--- src/rtl/vna_pkg.sv ---
// Shared types, constants and helpers for the vertex normal accumulator.
// No dependencies; every other file of the block imports this package.
package vna_pkg;

  localparam int unsigned VERTICES = 1024;
  localparam int unsigned ADDR_W   = $clog2(VERTICES);
  localparam int unsigned CMP_W    = 17;
  localparam int unsigned IDX_W    = 10;
  localparam int unsigned COORD_W  = 16;
  localparam int unsigned SUM_W    = 48;
  localparam int unsigned DIFF_W   = COORD_W + 1;
  localparam int unsigned PROD_W   = 2 * DIFF_W;
  localparam int unsigned CROSS_W  = PROD_W + 1;
  localparam int unsigned HALF_W   = SUM_W / 2;
  localparam int unsigned SQP_W    = 2 * HALF_W;
  localparam int unsigned ROOT_W   = 49;
  localparam int unsigned SQ_W     = 2 * ROOT_W;
  localparam int unsigned REM_W    = ROOT_W + 3;
  localparam int unsigned QUOT_W   = 15;
  localparam int unsigned FRAC_W   = 14;
  localparam int unsigned NORM_W   = 16;
  localparam int unsigned CNT_W    = 6;

  localparam int unsigned SQ_HI_SH  = 2 * HALF_W;
  localparam int unsigned SQ_MID_SH = HALF_W + 1;

  localparam logic [CNT_W-1:0] LAST_CORNER = CNT_W'(2);
  localparam logic [CNT_W-1:0] MUL_LAST    = CNT_W'(6);
  localparam logic [CNT_W-1:0] SQ_LAST     = CNT_W'(9);
  localparam logic [CNT_W-1:0] SQRT_LAST   = CNT_W'(ROOT_W - 1);
  localparam logic [CNT_W-1:0] DIV_LAST    = CNT_W'(QUOT_W - 1);

  localparam logic [QUOT_W-1:0] ONE_Q14 = QUOT_W'(16384);

  localparam logic [1:0] OP_LOAD = 2'd0;
  localparam logic [1:0] OP_TRI  = 2'd1;
  localparam logic [1:0] OP_READ = 2'd2;

  typedef struct packed {
    logic [1:0]               operation;
    logic [IDX_W-1:0]         vertex_index;
    logic signed [COORD_W-1:0] pos_x;
    logic signed [COORD_W-1:0] pos_y;
    logic signed [COORD_W-1:0] pos_z;
    logic [IDX_W-1:0]         corner_a;
    logic [IDX_W-1:0]         corner_b;
    logic [IDX_W-1:0]         corner_c;
  } item_t;

  typedef struct packed {
    logic [IDX_W-1:0]          read_index;
    logic signed [NORM_W-1:0]  normal_x;
    logic signed [NORM_W-1:0]  normal_y;
    logic signed [NORM_W-1:0]  normal_z;
    logic                      zero_length;
  } result_t;

  typedef enum logic [4:0] {
    CMD_IDLE,
    CMD_CAPTURE,
    CMD_LOAD,
    CMD_POS_RD,
    CMD_POS_LAT,
    CMD_DIFF,
    CMD_MUL,
    CMD_SUM_RD,
    CMD_SUM_WR,
    CMD_NRM_RD,
    CMD_NRM_LAT,
    CMD_SQ,
    CMD_SQRT,
    CMD_DIV_INIT,
    CMD_DIV,
    CMD_DIV_END,
    CMD_ZERO,
    CMD_PUSH
  } cmd_e;

  typedef struct packed {
    cmd_e             cmd;
    logic [1:0]       sel;
    logic [CNT_W-1:0] step;
  } ctrl_cmd_t;

  typedef struct packed {
    logic [1:0] op;
    logic       vtx_ok;
    logic       tri_ok;
    logic       sum_zero;
    logic       out_full;
  } dp_status_t;

  function automatic logic in_range(input logic [IDX_W-1:0] idx);
    return CMP_W'(idx) < CMP_W'(VERTICES);
  endfunction

endpackage

--- src/rtl/vna_ctrl.sv ---
// Sequencer for the vertex normal accumulator: steps the datapath per transaction.
// Depends on vna_pkg (command and status types).
module vna_ctrl (
  input  logic                clk_i,
  input  logic                rst_ni,
  input  logic                in_valid_i,
  input  vna_pkg::dp_status_t status_i,
  output logic                in_ready_o,
  output vna_pkg::ctrl_cmd_t  cmd_o
);
  import vna_pkg::*;

  typedef enum logic [4:0] {
    S_IDLE, S_DECODE, S_LOAD, S_PRD, S_PLAT, S_DIFF, S_MUL, S_SRD, S_SWR,
    S_NRD, S_NLAT, S_SQ, S_SQRT, S_DINIT, S_DIV, S_DEND, S_ZERO, S_PUSH
  } state_e;

  state_e           state_q, state_d;
  logic [CNT_W-1:0] cnt_q, cnt_d;
  logic [1:0]       comp_q, comp_d;
  logic             ready_q;

  always_comb begin
    state_d   = state_q;
    cnt_d     = cnt_q;
    comp_d    = comp_q;
    cmd_o.cmd  = CMD_IDLE;
    cmd_o.sel  = cnt_q[1:0];
    cmd_o.step = cnt_q;
    unique case (state_q)
      S_IDLE: begin
        if (in_valid_i && ready_q) begin
          cmd_o.cmd = CMD_CAPTURE;
          state_d   = S_DECODE;
        end
      end
      S_DECODE: begin
        cnt_d  = '0;
        comp_d = '0;
        case (status_i.op)
          OP_LOAD: state_d = status_i.vtx_ok ? S_LOAD : S_IDLE;
          OP_TRI:  state_d = status_i.tri_ok ? S_PRD : S_IDLE;
          OP_READ: state_d = status_i.vtx_ok ? S_NRD : S_ZERO;
          default: state_d = S_IDLE;
        endcase
      end
      S_LOAD: begin
        cmd_o.cmd = CMD_LOAD;
        state_d   = S_IDLE;
      end
      S_PRD: begin
        cmd_o.cmd = CMD_POS_RD;
        state_d   = S_PLAT;
      end
      S_PLAT: begin
        cmd_o.cmd = CMD_POS_LAT;
        if (cnt_q == LAST_CORNER) begin
          cnt_d   = '0;
          state_d = S_DIFF;
        end else begin
          cnt_d   = cnt_q + 1'b1;
          state_d = S_PRD;
        end
      end
      S_DIFF: begin
        cmd_o.cmd = CMD_DIFF;
        state_d   = S_MUL;
      end
      S_MUL: begin
        cmd_o.cmd = CMD_MUL;
        if (cnt_q == MUL_LAST) begin
          cnt_d   = '0;
          state_d = S_SRD;
        end else begin
          cnt_d = cnt_q + 1'b1;
        end
      end
      S_SRD: begin
        cmd_o.cmd = CMD_SUM_RD;
        state_d   = S_SWR;
      end
      S_SWR: begin
        cmd_o.cmd = CMD_SUM_WR;
        if (cnt_q == LAST_CORNER) begin
          state_d = S_IDLE;
        end else begin
          cnt_d   = cnt_q + 1'b1;
          state_d = S_SRD;
        end
      end
      S_NRD: begin
        cmd_o.cmd = CMD_NRM_RD;
        state_d   = S_NLAT;
      end
      S_NLAT: begin
        cmd_o.cmd = CMD_NRM_LAT;
        cnt_d     = '0;
        state_d   = status_i.sum_zero ? S_ZERO : S_SQ;
      end
      S_SQ: begin
        cmd_o.cmd = CMD_SQ;
        if (cnt_q == SQ_LAST) begin
          cnt_d   = '0;
          state_d = S_SQRT;
        end else begin
          cnt_d = cnt_q + 1'b1;
        end
      end
      S_SQRT: begin
        cmd_o.cmd = CMD_SQRT;
        if (cnt_q == SQRT_LAST) begin
          cnt_d   = '0;
          comp_d  = '0;
          state_d = S_DINIT;
        end else begin
          cnt_d = cnt_q + 1'b1;
        end
      end
      S_DINIT: begin
        cmd_o.cmd = CMD_DIV_INIT;
        cmd_o.sel = comp_q;
        cnt_d     = '0;
        state_d   = S_DIV;
      end
      S_DIV: begin
        cmd_o.cmd = CMD_DIV;
        cmd_o.sel = comp_q;
        if (cnt_q == DIV_LAST) begin
          state_d = S_DEND;
        end else begin
          cnt_d = cnt_q + 1'b1;
        end
      end
      S_DEND: begin
        cmd_o.cmd = CMD_DIV_END;
        cmd_o.sel = comp_q;
        if (comp_q == 2'd2) begin
          state_d = S_PUSH;
        end else begin
          comp_d  = comp_q + 1'b1;
          state_d = S_DINIT;
        end
      end
      S_ZERO: begin
        cmd_o.cmd = CMD_ZERO;
        state_d   = S_PUSH;
      end
      S_PUSH: begin
        if (!status_i.out_full) begin
          cmd_o.cmd = CMD_PUSH;
          state_d   = S_IDLE;
        end
      end
      default: state_d = S_IDLE;
    endcase
  end

  always_ff @(posedge clk_i or negedge rst_ni) begin
    if (!rst_ni) begin
      state_q <= S_IDLE;
      cnt_q   <= '0;
      comp_q  <= '0;
      ready_q <= 1'b1;
    end else begin
      state_q <= state_d;
      cnt_q   <= cnt_d;
      comp_q  <= comp_d;
      ready_q <= (state_d == S_IDLE);
    end
  end

  assign in_ready_o = ready_q;

endmodule

--- config.mk ---
export PLATFORM = sky130hd
export DESIGN_NAME = vna_ctrl
export DESIGN_NICKNAME = d
export VERILOG_FILES = /design/src/rtl/vna_pkg.sv /design/src/rtl/vna_ctrl.sv
export SDC_FILE = /design/constraint.sdc
export NUM_CORES = 1
export LEC_CHECK = 0
export BUFFER_PORTS_ARGS = -buffer_cell sky130_fd_sc_hd__buf_2
export CORE_AREA = 2 2 64 66
export CTS_CLUSTER_SIZE = 12
export DETAILED_ROUTE_END_ITERATION = 16
export DIE_AREA = 0 0 66 68
export HOLD_SLACK_MARGIN = 0.06
export PLACE_DENSITY_LB_ADDON = 0.15
export SLEW_MARGIN = 10
export SYNTH_ARGS = -nofsm -noshare
export SYNTH_HDL_FRONTEND = slang
export SYNTH_SLANG_ARGS = --single-unit
--- constraint.sdc ---
create_clock -name clk_i -period 2.7 [get_ports clk_i]
set_input_delay 0.54 -clock clk_i [delete_from_list [all_inputs] [get_ports clk_i]]
set_output_delay 0.54 -clock clk_i [all_outputs]
set_load 0.01 [all_outputs]
==> out/qor.yml <==
clocking:
  cts_tree: "built"
  cts.clk_slew.worst_paths_ns: 0.06
  cts_hold_buf: 0
  cts_buffers: 3
  clock-sinks: 14
  root_buffer: "clkbuf_8"
  post_cts_buffers: 0
  clock_path_buffers: 2
  worstSkewPairLatency_ns: 0.25
  ctsResizeCount: 0
  ctsHtreeMaxLevel: 1
synthesis:
  synth_top_family_by_area: "simple AND/OR/NAND/NOR gates"
  synthAdderAreaFrac: 0.0433
  synthSimpleGateAreaFrac: 0.356
  synth_cell_type_count: 55
  syn_area_um2: 1450
  ys_seq_elements: 14
  ys_warn_count: 0
  syn_nets: 189
  ys_async_sr_fraction: 1.00
  synth_area_leaders: "dfrtp_1, clkbuf_8, ha_1, nand2_1, nand3b_1"
  yosys.area.top_type: "dfrtp_1"
  synth-compound-area-share: 0.229
  synthFlopType: "dfrtp_1"
  ys_seq_area_frac: 0.243
  synth-xor-area-share: 0.00606
  netlist_instances: 175
  synth_top_area_frac: 0.225
  syn_area_per_cell_um2: 8.26
  synth_edf_count: 0
  synthMuxAreaShare: 0.0139
power:
  ir_worst_vdd_uv: 377
  p_total_uw: 1830
  cellLeakagePower_uw: 0.000725
  powerDensity_nw_per_um2: 1150
routing:
  drc_errors: 0
  drt_iter0_markers: 64
  routed-via-count: 1436
  drt-vias-per-instance: 5.91
  wirelength_mm: 3.73
  ant_nets: 0
  first_pass_iters: 4
  avgRoutedWirePerCell_um: 15.4
placement:
  post-dp-hpwl_mm: 2.79
  gp_congestion: 0.883
  io_buffers: 22
  placed_area_um2: 1540
sta:
  worstMarginPinSlew_ns: 0.626
  relSlewSlack: 0.572
  min_period_ns: 2.46
  skew_ns: 0.00364
  setup_viol: 0
  hold_viol: 0
  max_freq_ghz: 0.406
  rsz0062_at_grt: "false"
  fin_crit_sh: 0.912
  setup_tns_ns: 0
  finalMaxSlewViolations: 0
global_route:
  grtUsageMet2: 0.274
  grt_pass1_vias: 1255
  grtUsageTotal: 0.171
  met1_usage: 0.241
  globalRoute.totalOverflow: 0
  grt_pass1_wl_mm: 5.99
  grtUsageMet3: 0.0296
  antenna_found_initial: 0
  grt_max_degree: 23
  busiest_layer: "met2"
critical_path:
  critical_path.slowest_cell: "nor3_1"
  crit_path_max_incr_delay_ns: 0.60
  r2r_start: "state_q[1]"
  startpoint_type: "flop"
  path_buf_inv: 1
  ff2ff_setup_slack_ns: 0.40
  cp_max_fo: 22
  critPathMostFrequentCell: "nand2_1"
  worstSetupPathType: "flop to primary output"
  cp.arrival_ns: 1.92
  endpoint_kind: "primary output"
  worstPathCellList: "nor3_1 > nand3b_1 > o21ai_0 > nand2_1 > nand2_1 > buf_2"
  rr_worst_depth: 5
  required_ns: 2.16
  r2r-end: "cnt_q[3]"
  cp_top_family: "simple AND/OR/NAND/NOR gates"
cells_and_area:
  nFillCells: 405
  nNetsFinal: 208
  diodes: 0
  layout-drive-gt1-share: 0.228
  design_area_um2: 1590
  area_growth_pct: 10.3
die:
  dieArea_um2: 4490
  core-area_um2: 3860
  io_pins: 23
  rows: 23
  die_h_um: 68
  die_w_um: 66
  initial_core_util: 0.375
outcome:
  status: "finished, final reports clean"
job:
  cap_violations: 0
min_path:
  hold_class: "primary input to async pin"
-- cell usage after synthesis, types with 2 or more instances --
master     instances
nor2b_1            5
nor3_1             6
o221ai_1           2
nand3_1            5
ha_1               5
inv_1              9
a211o_1            2
buf_2              3
a21boi_0           2
nor2_1             9
nand4_1            4
o211ai_1           7
clkbuf_8           6
clkbuf_1           4
nor4b_1            3
o21ai_0            6
nand2_1           16
or2_2              5
a2111oi_0          3
nand3b_1           7
or3_1              2
and3b_1            3
a21o_1             3
a21oi_1            7
and3_1             2
mux2i_1            2
o31a_1             2
a311oi_1           2
nor4_1             5
dfrtp_1           13
-- power breakdown --
group / switching, µW / internal (µW) / total [µW]
clock: 79.4 / 129 / 209
combinational: 657 / 485 / 1140
sequential: 180 / 299 / 478
-- sequential cells by signal (all words and copies together), names as in the netlist --
| register | cells |
|---|---|
| cnt_q | 6 |
| in_ready_o | 1 |
| state_q | 5 |
| comp_q | 2 |
-- through the flow --
stage               cells  utilization  setup slack (ns)  hold WS, ns
floorplan             175            -             0.768        0.244
global placement      239        0.399             0.470        0.461
detailed placement    239        0.399             0.442        0.465
CTS                   243        0.413             0.251        0.194
global route          243        0.413            0.0882        0.205
finish                243        0.413             0.237        0.186
-- worst max path at each step --
stage / cells past startpoint / from / endpoint
6_report: 6 / state_q[1] / cmd_o[8]
4_1_cts: 6 / state_q[1] / cmd_o[8]
3_3_place_gp: 5 / state_q[1] / cnt_q[3]
2_1_floorplan: 7 / state_q[3] / cmd_o[8]
5_1_grt: 6 / state_q[1] / cmd_o[8]
3_5_place_dp: 5 / state_q[1] / cnt_q[3]
-- cells in the final DEF, fill, tap and decap left out, types with 4 or more instances in the layout --
master    netlist  layout
a21oi_1         7       7
buf_2           3      22
buf_4           0       6
clkbuf_8        6       4
dfrtp_1        13      13
ha_1            5       5
inv_1           9       9
nand2_1        16      16
nand3_1         5       5
nand3b_1        7       7
nand4_1         4       4
nor2_1          9       9
nor2b_1         5       5
nor3_1          6       6
nor4_1          5       5
o211ai_1        7       7
o21ai_0         6       6
or2_2           5       5
-- routing by layer --
| layer | vias up | share of wire |
|---|---|---|
| met5 | - | 0 |
| met2 | 51 | 0.47 |
| met1 | 683 | 0.47 |
| met3 | 4 | 0.052 |
| li1 | 698 | - |
| met4 | 0 | 0.0091 |
-- final cells by class --
cell class	count	area [µm²]	area share
Clock buffer	4	55.1	0.0345
Timing Repair Buffer	28	155	0.0973
Inverter	9	33.8	0.0212
Tap cell	50	62.6	0.0392
Sequential cell	14	352	0.221
Multi-Input combinational cell	138	936	0.587
-- cell families (layout without fill, tap and decap cells) --
| family | after synthesis | count (layout) |
|---|---|---|
| mux | 2 | 2 |
| simple gates | 84 | 84 |
| buf+inv | 23 | 41 |
| fa+ha+maj | 5 | 5 |
| xor+xnor | 1 | 1 |
| flops | 14 | 14 |
| compound gates | 46 | 46 |
(Power assumes the default switching activity.)
